`config.mk`:
```
export PLATFORM = sky130hd
export DESIGN_NAME = file_url_percent_encoder_unit
export DESIGN_NICKNAME = d
export VERILOG_FILES = /design/src/sv/fupe_pkg.sv /design/src/sv/fupe_front.sv /design/src/sv/fupe_queue.sv /design/src/sv/fupe_back.sv /design/src/sv/file_url_percent_encoder_unit.sv
export SDC_FILE = /design/constraint.sdc
export NUM_CORES = 1
export LEC_CHECK = 0
export BUFFER_PORTS_ARGS = -buffer_cell sky130_fd_sc_hd__buf_2
export CAP_MARGIN = 20
export CORE_MARGIN = 2
export CORE_UTILIZATION = 35
export CTS_CLUSTER_DIAMETER = 60
export DETAILED_ROUTE_END_ITERATION = 16
export SKIP_CTS_REPAIR_TIMING = 1
export SYNTH_ARGS = -nofsm -noshare
export SYNTH_HDL_FRONTEND = slang
export SYNTH_SLANG_ARGS = --single-unit
```
`constraint.sdc`:
```
create_clock -name clk -period 6.7 [get_ports clk]
set_clock_uncertainty 0.1 [all_clocks]
set_input_delay 0.335 -clock clk [delete_from_list [all_inputs] [get_ports clk]]
set_output_delay 0.335 -clock clk [all_outputs]
set_load 0.02 [all_outputs]
```
`src/sv/fupe_pkg.sv`:
```
// ----------------------------------------------------------------------------
// fupe_pkg: shared types and constants of the file URL percent encoder
// Item kinds, queue command format, character constants and small helpers.
// ----------------------------------------------------------------------------
package fupe_pkg;

  localparam int CAP_W           = 15;
  localparam int CNT_W           = 16;
  localparam int QUEUE_DEPTH_DEF = 4;

  localparam logic [CAP_W-1:0] CAP_RESET = 15'h7FFF;

  // item kinds on the input tuser field
  localparam logic [1:0] KIND_START = 2'd0;
  localparam logic [1:0] KIND_DATA  = 2'd1;
  localparam logic [1:0] KIND_END   = 2'd2;

  // character constants
  localparam logic [7:0] CH_NUL     = 8'h00;
  localparam logic [7:0] CH_PERCENT = 8'h25;
  localparam logic [7:0] CH_STAR    = 8'h2A;
  localparam logic [7:0] CH_DASH    = 8'h2D;
  localparam logic [7:0] CH_DOT     = 8'h2E;
  localparam logic [7:0] CH_SLASH   = 8'h2F;
  localparam logic [7:0] CH_ZERO    = 8'h30;
  localparam logic [7:0] CH_NINE    = 8'h39;
  localparam logic [7:0] CH_COLON   = 8'h3A;
  localparam logic [7:0] CH_UA      = 8'h41;
  localparam logic [7:0] CH_UZ      = 8'h5A;
  localparam logic [7:0] CH_BSLASH  = 8'h5C;
  localparam logic [7:0] CH_UNDER   = 8'h5F;
  localparam logic [7:0] CH_LA      = 8'h61;
  localparam logic [7:0] CH_LZ      = 8'h7A;

  localparam logic [7:0] ASCII_MAX  = 8'h7F;
  localparam logic [7:0] LEAD2_LO   = 8'hC2;
  localparam logic [7:0] LEAD2_HI   = 8'hDF;
  localparam logic [7:0] LEAD3_LO   = 8'hE0;
  localparam logic [7:0] LEAD3_HI   = 8'hEF;
  localparam logic [7:0] LEAD4_LO   = 8'hF0;
  localparam logic [7:0] LEAD4_HI   = 8'hF4;

  // work handed from the front end to the character sequencer
  typedef enum logic [1:0] {
    OP_PREFIX,
    OP_CHAR,
    OP_ESC,
    OP_FAIL
  } cmd_op_t;

  typedef struct packed {
    cmd_op_t    op;
    logic [7:0] ch;
  } cmd_t;

  typedef struct packed {
    logic full;
    logic empty;
  } q_status_t;

  function automatic logic [7:0] prefix_char(input logic [2:0] idx);
    logic [7:0] c;
    unique case (idx)
      3'd0:    c = 8'h66; // f
      3'd1:    c = 8'h69; // i
      3'd2:    c = 8'h6C; // l
      3'd3:    c = 8'h65; // e
      3'd4:    c = CH_COLON;
      default: c = CH_SLASH;
    endcase
    return c;
  endfunction

  function automatic logic [7:0] hex_digit(input logic [3:0] v);
    logic [7:0] c;
    if (v > 4'd9) c = CH_UA - 8'd10 + {4'h0, v};
    else          c = CH_ZERO + {4'h0, v};
    return c;
  endfunction

  function automatic logic is_plain(input logic [7:0] b);
    logic p;
    p = (b >= CH_UA && b <= CH_UZ) || (b >= CH_LA && b <= CH_LZ) ||
        (b >= CH_ZERO && b <= CH_NINE) || b == CH_STAR || b == CH_DASH ||
        b == CH_DOT || b == CH_UNDER || b == CH_COLON;
    return p;
  endfunction

endpackage

```
`src/sv/fupe_front.sv`:
```
// ----------------------------------------------------------------------------
// fupe_front: input classifier
// Accepts one transaction per cycle unless queue is full; checks room against
// capacity, keeps count and UTF-8 state, queues one command per result group.
// ----------------------------------------------------------------------------
module fupe_front (
  input  logic                 clk,
  input  logic                 rst_n,
  input  logic                 in_tvalid,
  output logic                 in_tready,
  input  logic [7:0]           in_tdata,
  input  logic [1:0]           in_tuser,
  input  logic                 cfg_we,
  input  logic [fupe_pkg::CAP_W-1:0] cfg_wdata,
  input  fupe_pkg::q_status_t  q_status,
  output logic                 push,
  output fupe_pkg::cmd_t       push_cmd
);
  import fupe_pkg::*;

  logic [CAP_W-1:0] capacity_r;
  logic [CNT_W-1:0] cw_r, cw_nxt;
  logic [1:0]       pend_r, pend_nxt;
  logic             err_r, err_nxt;

  logic             accept;
  logic [7:0]       b;
  logic [1:0]       lead_extra;
  logic [3:0]       need;
  logic             room;

  assign in_tready = !q_status.full;
  assign accept    = in_tvalid && in_tready;
  assign b         = in_tdata;

  always_comb begin
    if (b >= LEAD2_LO && b <= LEAD2_HI)      lead_extra = 2'd1;
    else if (b >= LEAD3_LO && b <= LEAD3_HI) lead_extra = 2'd2;
    else if (b >= LEAD4_LO && b <= LEAD4_HI) lead_extra = 2'd3;
    else                                     lead_extra = 2'd0;
  end

  // room needed for this item; a lead byte reserves its whole sequence
  always_comb begin
    if (in_tuser == KIND_DATA && pend_r == 2'd0 && b > ASCII_MAX) begin
      unique case (lead_extra)
        2'd1:    need = 4'd6;
        2'd2:    need = 4'd9;
        default: need = 4'd12;
      endcase
    end else if (in_tuser == KIND_DATA && b != CH_SLASH && b != CH_BSLASH &&
                 !is_plain(b)) begin
      need = 4'd3;
    end else begin
      need = 4'd1;
    end
  end

  assign room = ({1'b0, cw_r} + {13'd0, need}) <= {2'b00, capacity_r};

  always_comb begin
    push     = 1'b0;
    push_cmd = '{op: OP_CHAR, ch: CH_NUL};
    cw_nxt   = cw_r;
    pend_nxt = pend_r;
    err_nxt  = err_r;
    if (accept) begin
      unique case (in_tuser)
        KIND_START: begin
          push     = 1'b1;
          push_cmd = '{op: OP_PREFIX, ch: CH_NUL};
          cw_nxt   = CNT_W'(8);
          pend_nxt = 2'd0;
          err_nxt  = 1'b0;
        end
        KIND_DATA: begin
          if (!err_r) begin
            if (pend_r != 2'd0) begin
              // continuation: room was reserved at the lead byte
              push     = 1'b1;
              push_cmd = '{op: OP_ESC, ch: b};
              pend_nxt = pend_r - 2'd1;
              cw_nxt   = cw_r + CNT_W'(3);
            end else if (b > ASCII_MAX && lead_extra == 2'd0) begin
              push = 1'b0; // drop stray high byte
            end else if (!room) begin
              push     = 1'b1;
              push_cmd = '{op: OP_FAIL, ch: CH_NUL};
              err_nxt  = 1'b1;
            end else if (b == CH_SLASH || b == CH_BSLASH) begin
              push     = 1'b1;
              push_cmd = '{op: OP_CHAR, ch: CH_SLASH};
              cw_nxt   = cw_r + CNT_W'(1);
            end else if (is_plain(b)) begin
              push     = 1'b1;
              push_cmd = '{op: OP_CHAR, ch: b};
              cw_nxt   = cw_r + CNT_W'(1);
            end else begin
              push     = 1'b1;
              push_cmd = '{op: OP_ESC, ch: b};
              pend_nxt = lead_extra;
              cw_nxt   = cw_r + CNT_W'(3);
            end
          end
        end
        KIND_END: begin
          if (!err_r) begin
            push = 1'b1;
            if (pend_r != 2'd0 || !room) begin
              push_cmd = '{op: OP_FAIL, ch: CH_NUL};
              err_nxt  = 1'b1;
            end else begin
              push_cmd = '{op: OP_CHAR, ch: CH_NUL};
              cw_nxt   = cw_r + CNT_W'(1);
            end
          end
        end
        default: push = 1'b0;
      endcase
    end
  end

  always_ff @(posedge clk) begin
    if (!rst_n) begin
      capacity_r <= CAP_RESET;
      cw_r       <= '0;
      pend_r     <= 2'd0;
      err_r      <= 1'b0;
    end else begin
      if (cfg_we) capacity_r <= cfg_wdata;
      cw_r   <= cw_nxt;
      pend_r <= pend_nxt;
      err_r  <= err_nxt;
    end
  end

endmodule

```
`src/sv/fupe_queue.sv`:
```
// ----------------------------------------------------------------------------
// fupe_queue: command queue
// Short first-in first-out buffer between the classifier and the sequencer.
// ----------------------------------------------------------------------------
module fupe_queue #(
  parameter int DEPTH = fupe_pkg::QUEUE_DEPTH_DEF
) (
  input  logic                clk,
  input  logic                rst_n,
  input  logic                push,
  input  fupe_pkg::cmd_t      push_cmd,
  input  logic                pop,
  output fupe_pkg::cmd_t      head,
  output fupe_pkg::q_status_t status
);
  import fupe_pkg::*;

  localparam int PTR_W = (DEPTH > 1) ? $clog2(DEPTH) : 1;
  localparam int CNT_W = $clog2(DEPTH + 1);

  cmd_t             mem_r [DEPTH];
  logic [PTR_W-1:0] wr_ptr_r, rd_ptr_r;
  logic [CNT_W-1:0] count_r, count_nxt;
  logic             do_push, do_pop;

  assign status.full  = (count_r == CNT_W'(DEPTH));
  assign status.empty = (count_r == '0);
  assign do_push      = push && !status.full;
  assign do_pop       = pop && !status.empty;
  assign head         = mem_r[rd_ptr_r];

  always_comb begin
    count_nxt = count_r;
    if (do_push && !do_pop)      count_nxt = count_r + CNT_W'(1);
    else if (do_pop && !do_push) count_nxt = count_r - CNT_W'(1);
  end

  always_ff @(posedge clk) begin
    if (do_push) mem_r[wr_ptr_r] <= push_cmd;
  end

  always_ff @(posedge clk) begin
    if (!rst_n) begin
      wr_ptr_r <= '0;
      rd_ptr_r <= '0;
      count_r  <= '0;
    end else begin
      if (do_push) wr_ptr_r <= (wr_ptr_r == PTR_W'(DEPTH - 1)) ? '0 : wr_ptr_r + PTR_W'(1);
      if (do_pop)  rd_ptr_r <= (rd_ptr_r == PTR_W'(DEPTH - 1)) ? '0 : rd_ptr_r + PTR_W'(1);
      count_r <= count_nxt;
    end
  end

endmodule

```
`src/sv/fupe_back.sv`:
```
// ----------------------------------------------------------------------------
// fupe_back: character sequencer
// Expands each queued command into output characters, one per cycle while the
// receiver is ready, into a registered output stage.
// ----------------------------------------------------------------------------
module fupe_back (
  input  logic                clk,
  input  logic                rst_n,
  input  fupe_pkg::cmd_t      head,
  input  fupe_pkg::q_status_t q_status,
  output logic                pop,
  output logic                out_tvalid,
  input  logic                out_tready,
  output logic [7:0]          out_tdata,
  output logic                out_tlast,
  output logic [0:0]          out_tuser
);
  import fupe_pkg::*;

  logic [2:0] idx_r, idx_nxt;
  logic [2:0] last_idx;
  logic       advance;
  logic       is_last;
  logic [7:0] ch;

  logic       valid_r;
  logic [7:0] char_r;
  logic       last_r;
  logic       fail_r;

  assign advance = !q_status.empty && (!valid_r || out_tready);

  always_comb begin
    unique case (head.op)
      OP_PREFIX: last_idx = 3'd7;
      OP_ESC:    last_idx = 3'd2;
      default:   last_idx = 3'd0;
    endcase
  end

  assign is_last = (idx_r == last_idx);
  assign pop     = advance && is_last;

  always_comb begin
    unique case (head.op)
      OP_PREFIX: ch = prefix_char(idx_r);
      OP_ESC: begin
        if (idx_r == 3'd0)      ch = CH_PERCENT;
        else if (idx_r == 3'd1) ch = hex_digit(head.ch[7:4]);
        else                    ch = hex_digit(head.ch[3:0]);
      end
      OP_CHAR:   ch = head.ch;
      default:   ch = CH_NUL;
    endcase
  end

  always_comb begin
    idx_nxt = idx_r;
    if (advance) idx_nxt = is_last ? 3'd0 : idx_r + 3'd1;
  end

  always_ff @(posedge clk) begin
    if (!rst_n) begin
      idx_r   <= 3'd0;
      valid_r <= 1'b0;
    end else begin
      idx_r <= idx_nxt;
      if (advance)         valid_r <= 1'b1;
      else if (out_tready) valid_r <= 1'b0;
    end
  end

  // hold the payload while the transaction waits
  always_ff @(posedge clk) begin
    if (advance) begin
      char_r <= ch;
      last_r <= is_last;
      fail_r <= (head.op == OP_FAIL);
    end
  end

  assign out_tvalid   = valid_r;
  assign out_tdata    = char_r;
  assign out_tlast    = last_r;
  assign out_tuser[0] = fail_r;

endmodule

```
`src/sv/file_url_percent_encoder_unit.sv`:
```
// ----------------------------------------------------------------------------
// file_url_percent_encoder_unit: file URL percent encoder
// The first character of a transaction passes through the command queue and
//   the registered output stage after the input transaction is accepted.
// Throughput: one output character per cycle while the receiver is ready; an
//   input transaction per cycle while the command queue has room, so a byte
//   taking 3 characters paces input to the output port once the queue fills.
// Reset: synchronous, active low; count and UTF-8 state clear, capacity 32767.
// ----------------------------------------------------------------------------
module file_url_percent_encoder_unit #(
  parameter int QUEUE_DEPTH = fupe_pkg::QUEUE_DEPTH_DEF
) (
  input  logic                       clk,
  input  logic                       rst_n,
  input  logic                       in_tvalid,
  output logic                       in_tready,
  input  logic [7:0]                 in_tdata,   // [7:0] data_byte
  input  logic [1:0]                 in_tuser,   // [1:0] kind
  output logic                       out_tvalid,
  input  logic                       out_tready,
  output logic [7:0]                 out_tdata,  // [7:0] out_char
  output logic                       out_tlast,
  output logic [0:0]                 out_tuser,  // [0] failed
  input  logic                       cfg_we,
  input  logic [fupe_pkg::CAP_W-1:0] cfg_wdata
);
  import fupe_pkg::*;

  logic      push, pop;
  cmd_t      push_cmd, head;
  q_status_t q_status;

  fupe_front u_front (
    .clk       (clk),
    .rst_n     (rst_n),
    .in_tvalid (in_tvalid),
    .in_tready (in_tready),
    .in_tdata  (in_tdata),
    .in_tuser  (in_tuser),
    .cfg_we    (cfg_we),
    .cfg_wdata (cfg_wdata),
    .q_status  (q_status),
    .push      (push),
    .push_cmd  (push_cmd)
  );

  fupe_queue #(.DEPTH(QUEUE_DEPTH)) u_queue (
    .clk      (clk),
    .rst_n    (rst_n),
    .push     (push),
    .push_cmd (push_cmd),
    .pop      (pop),
    .head     (head),
    .status   (q_status)
  );

  fupe_back u_back (
    .clk        (clk),
    .rst_n      (rst_n),
    .head       (head),
    .q_status   (q_status),
    .pop        (pop),
    .out_tvalid (out_tvalid),
    .out_tready (out_tready),
    .out_tdata  (out_tdata),
    .out_tlast  (out_tlast),
    .out_tuser  (out_tuser)
  );

  a_queue_state: assert property (@(posedge clk) disable iff (!rst_n)
    !(q_status.full && q_status.empty))
    else $error("command queue both full and empty");

  a_fail_form: assert property (@(posedge clk) disable iff (!rst_n)
    out_tvalid && out_tuser[0] |-> out_tlast && out_tdata == CH_NUL)
    else $error("failure transaction not a single NUL result");

  a_start_queued: assert property (@(posedge clk) disable iff (!rst_n)
    in_tvalid && in_tready && in_tuser == KIND_START |=> !q_status.empty)
    else $error("start transaction not queued");

endmodule

```
==> impl_metrics.env <==
export IMPL_status="finished, final reports clean"
export IMPL_root_buffer="clkbuf_16"
export IMPL_avgSynthCellArea_um2=9.66
export IMPL_die_h_um=136
export IMPL_htreeDepth=3
export IMPL_clk_pin_slew_worst_paths_ns=0.07
export IMPL_r2r_slack_ns=1.30
export IMPL_clkPwrFrac_pct=28.4
export IMPL_reg2reg_to="u_front.cw_r[9]$_SDFFE_PN0P_"
export IMPL_fmax_ghz=0.183
export IMPL_initial_core_util_pct=35.5
export IMPL_die_w_um=136
export IMPL_cts_path_max_buffers=2
export IMPL_gp_congestion=0.957
export IMPL_drt_total_wl_um=14300
export IMPL_synth_distinct_cells=82
export IMPL_ir_drop_uv=146
export IMPL_grt_max_degree=35
export IMPL_portBuffers=41
export IMPL_arrival_ns=5.64
export IMPL_routed_via_count=4930
export IMPL_syn_area_um2=6080
export IMPL_synth_cells=629
export IMPL_antenna_diode_count=0
export IMPL_p_per_area_nw_per_um2=290
export IMPL_critPathRequiredTime_ns=6.87
export IMPL_cts_buffers=9
export IMPL_via_per_inst=5.59
export IMPL_slowest_stage="nor3_1"
export IMPL_crit_chain="buf_2, inv_1, ha_1, buf_4, or4bb_1, or2_2, ha_1, fa_1, a211o_1, o2111ai_2, nor2_1, xnor2_1, ha_1, o21ai_0, nor2_1, o31ai_1, a31oi_1, o32a_4, nor3_1, a41oi_1, a31oi_1"
export IMPL_cts_tree="done"
export IMPL_rows=48
export IMPL_final_cell_mix="nand2_1, edfxtp_1, dfxtp_1"
export IMPL_slew_limit_headroom_pct=46.2
export IMPL_tightest_slew_ns=0.801
export IMPL_synth_seq_cells=97
export IMPL_holdPathStages=3
export IMPL_min_period_over_period_pct=81.5
export IMPL_pre_cts_ws_ns=0.990
export IMPL_switching_share_pct=34.5
export IMPL_drive_gt1_share_pct=13.7
export IMPL_leakage_nw=2.60
export IMPL_synth_edf_count=50
export IMPL_final_common_cell="nand2_1"
export IMPL_finalSetupViolCount=0
export IMPL_r2r_cells=17
export IMPL_setup_tns_ns=0
export IMPL_nFillCells=1682
export IMPL_first_pass_iters=5
export IMPL_p_int_w=0.00128
export IMPL_syn_to_final_growth_pct=10.9
export IMPL_criticalPathCategory="input pin to register"
export IMPL_drc=0
export IMPL_io_pins=42
export IMPL_critical_path_cell_count=21
export IMPL_wl_per_cell_um=16.2
export IMPL_die_area_um2=18400
export IMPL_hold_end="u_front.capacity_r[14]$_SDFFE_PN1P_"
export IMPL_grt_setup_unrepaired="false"
export IMPL_pwr_share_seq_pct=39.8
export IMPL_synth_nets=701
export IMPL_crit_path_max_incr_delay_ns=0.66
export IMPL_worstSetupEndpointType="register"
export IMPL_yosysWarnings=0
export IMPL_overflow=0
export IMPL_grt_pass1_wl_um=23900
export IMPL_hold_viol_final=0
export IMPL_reg2reg_from="u_front.pend_r[0]$_SDFFE_PN0P_"
export IMPL_p_sw_w=0.000674
export IMPL_drv_cap=0
export IMPL_drt_iter0_drc=327
export IMPL_report_final_slew_viol_count=0
export IMPL_ant_nets=0
export IMPL_ys_async_sr_fraction_pct=0
export IMPL_synthFlopType="edfxtp_1"
export IMPL_clock_sinks=97
export IMPL_min_from="cfg_wdata[14]"
export IMPL_cpMostUsedCell="ha_1"
export IMPL_antenna_found_initial=0
export IMPL_start_kind="input pin"
export IMPL_insertion_delay_ns=0.35
export IMPL_coreArea_um2=17100
export IMPL_timing_critical_path_buf_inv=3
export IMPL_hold_path_class="input pin to register"
export IMPL_finalNetCount=724
export IMPL_grt_use_total_pct=16.3
export IMPL_layout_min_cycle_time_ns=5.46
export IMPL_first_global_vias=4958
export IMPL_cp_max_fo=15
export IMPL_fin_ws_ns=1.24
export IMPL_dpl_hpwl_um=10700
export IMPL_yosysSeqAreaShare_pct=40.2
export IMPL_path_delay_family="compound AO/OA/AOI/OAI gates"
export IMPL_combPwrFrac_pct=31.8
## how the worst max path moves through the flow
stage | end | start | slack, ns
6_report | u_front.cw_r[9]$_SDFFE_PN0P_ | in_tuser[1] | 1.24
5_1_grt | u_front.cw_r[9]$_SDFFE_PN0P_ | in_tuser[1] | 1.00
4_1_cts | u_front.cw_r[9]$_SDFFE_PN0P_ | in_tuser[1] | 1.37
3_5_place_dp | u_front.cw_r[9]$_SDFFE_PN0P_ | in_tuser[1] | 0.99
3_3_place_gp | u_front.cw_r[4]$_SDFFE_PN0P_ | in_tuser[1] | 1.19
2_1_floorplan | u_front.cw_r[0]$_SDFFE_PN0P_ | in_tdata[4] | 1.71
## power groups by stage
stage	clock (W)	combinational [W]	sequential, W
floorplan	0	0.000442	0.000815
global placement	0	0.000603	0.000794
detailed placement	0	0.000618	0.000795
CTS	0.000571	0.000621	0.000781
global route	0.000592	0.000697	0.000794
finish	0.000556	0.000622	0.000778
## per-stage QoR
step / utilization, % / cells / power (W) / hold WS [ns] / cell area, um2
2_1_floorplan: - / 629 / 0.00126 / 0.335 / 6080
3_3_place_gp: 37.5 / 866 / 0.00140 / 0.358 / 6420
3_5_place_dp: 37.5 / 866 / 0.00141 / 0.369 / 6420
4_1_cts: 39.4 / 882 / 0.00197 / 0.0885 / 6740
5_1_grt: 39.4 / 882 / 0.00208 / 0.100 / 6740
6_report: 39.4 / 882 / 0.00196 / 0.102 / 6740
## kinds of logic after synthesis
logic type                 share of synthesized area (%)
muxes                                               5.79
adders and majority gates                           9.06
xor gates and xnor gates                            2.88
DFF                                                 40.2
AOI/OAI and AO/OA                                   20.1
buffers and inverters                               5.23
and+or+nand+nor                                     16.7
## worst reg2reg max path: stages, from the launching register on
cell,delay (ns)
dfxtp_1,0.36
or4bb_1,0.56
or2_2,0.33
ha_1,0.21
fa_1,0.42
a211o_1,0.29
o2111ai_2,0.18
nor2_1,0.10
xnor2_1,0.23
ha_1,0.29
o21ai_0,0.09
nor2_1,0.07
o31ai_1,0.28
a31oi_1,0.28
o32a_4,0.45
nor3_1,0.66
a41oi_1,0.22
a31oi_1,0.19
## registers in the layout, indices dropped and copies added, names as in the netlist, named ones only
signal and flops:
u_front.cw_r 16, u_queue.mem_r 40, u_front.pend_r 2, u_back.out_tlast 1, u_back.out_tuser 1, u_back.out_tvalid 1, u_back.out_tdata 8, u_queue.wr_ptr_r 2
u_back.idx_r 3, u_front.capacity_r 15, u_queue.rd_ptr_r 2, u_queue.count_r 3, u_front.err_r 1
## final cells by class
type	instances	area [um2]	share of cell area [%]
timing repair buffer	43	220	3.27
sequential	97	2440	36.2
clock inverter	6	80.1	1.19
inverter	42	158	2.34
multi-input combinational	459	3320	49.2
clock buffer	10	239	3.55
tap	225	282	4.18
## synthesized netlist by cell type (4+ instances only)
master    count  area share (%)
dfxtp_1      47              15
and2_1       13             1.3
a31oi_1      13             1.3
nor2_1       41             2.5
ha_1         40             8.2
nand2_1      68             4.2
mux2_2        4            0.74
mux2i_1       9             1.5
edfxtp_1     50              25
mux4_2        9             3.3
o21a_1        7            0.86
o21ai_0      19             1.6
o21ai_1       5            0.41
nor2b_1      13             1.3
a21o_1        5            0.62
buf_4         5            0.62
nand4_1      10             1.0
inv_1        41             2.5
a21oi_1      32             2.6
nand3b_1      4            0.49
o211ai_1     15             1.9
nor3_1       13             1.1
or3_1         6            0.62
o22ai_1      10             1.0
nand3_1      14             1.2
buf_2         7            0.58
o31ai_1       7            0.86
a211oi_1      4            0.49
a21boi_0      6            0.74
xnor2_1      17             2.5
clkbuf_1     16            0.99
## layer usage
metal | global-route usage [%] | part of all wire [%] | vias to the layer above
met5 | 0 | 0 | -
li1 | - | - | 2363
met2 | 28.9 | 50 | 199
met4 | 7.00 | 3.2 | 0
met1 | 19.0 | 42 | 2325
met3 | 3.55 | 5.2 | 43
No activity file was read; power rests on OpenSTA's default activity.
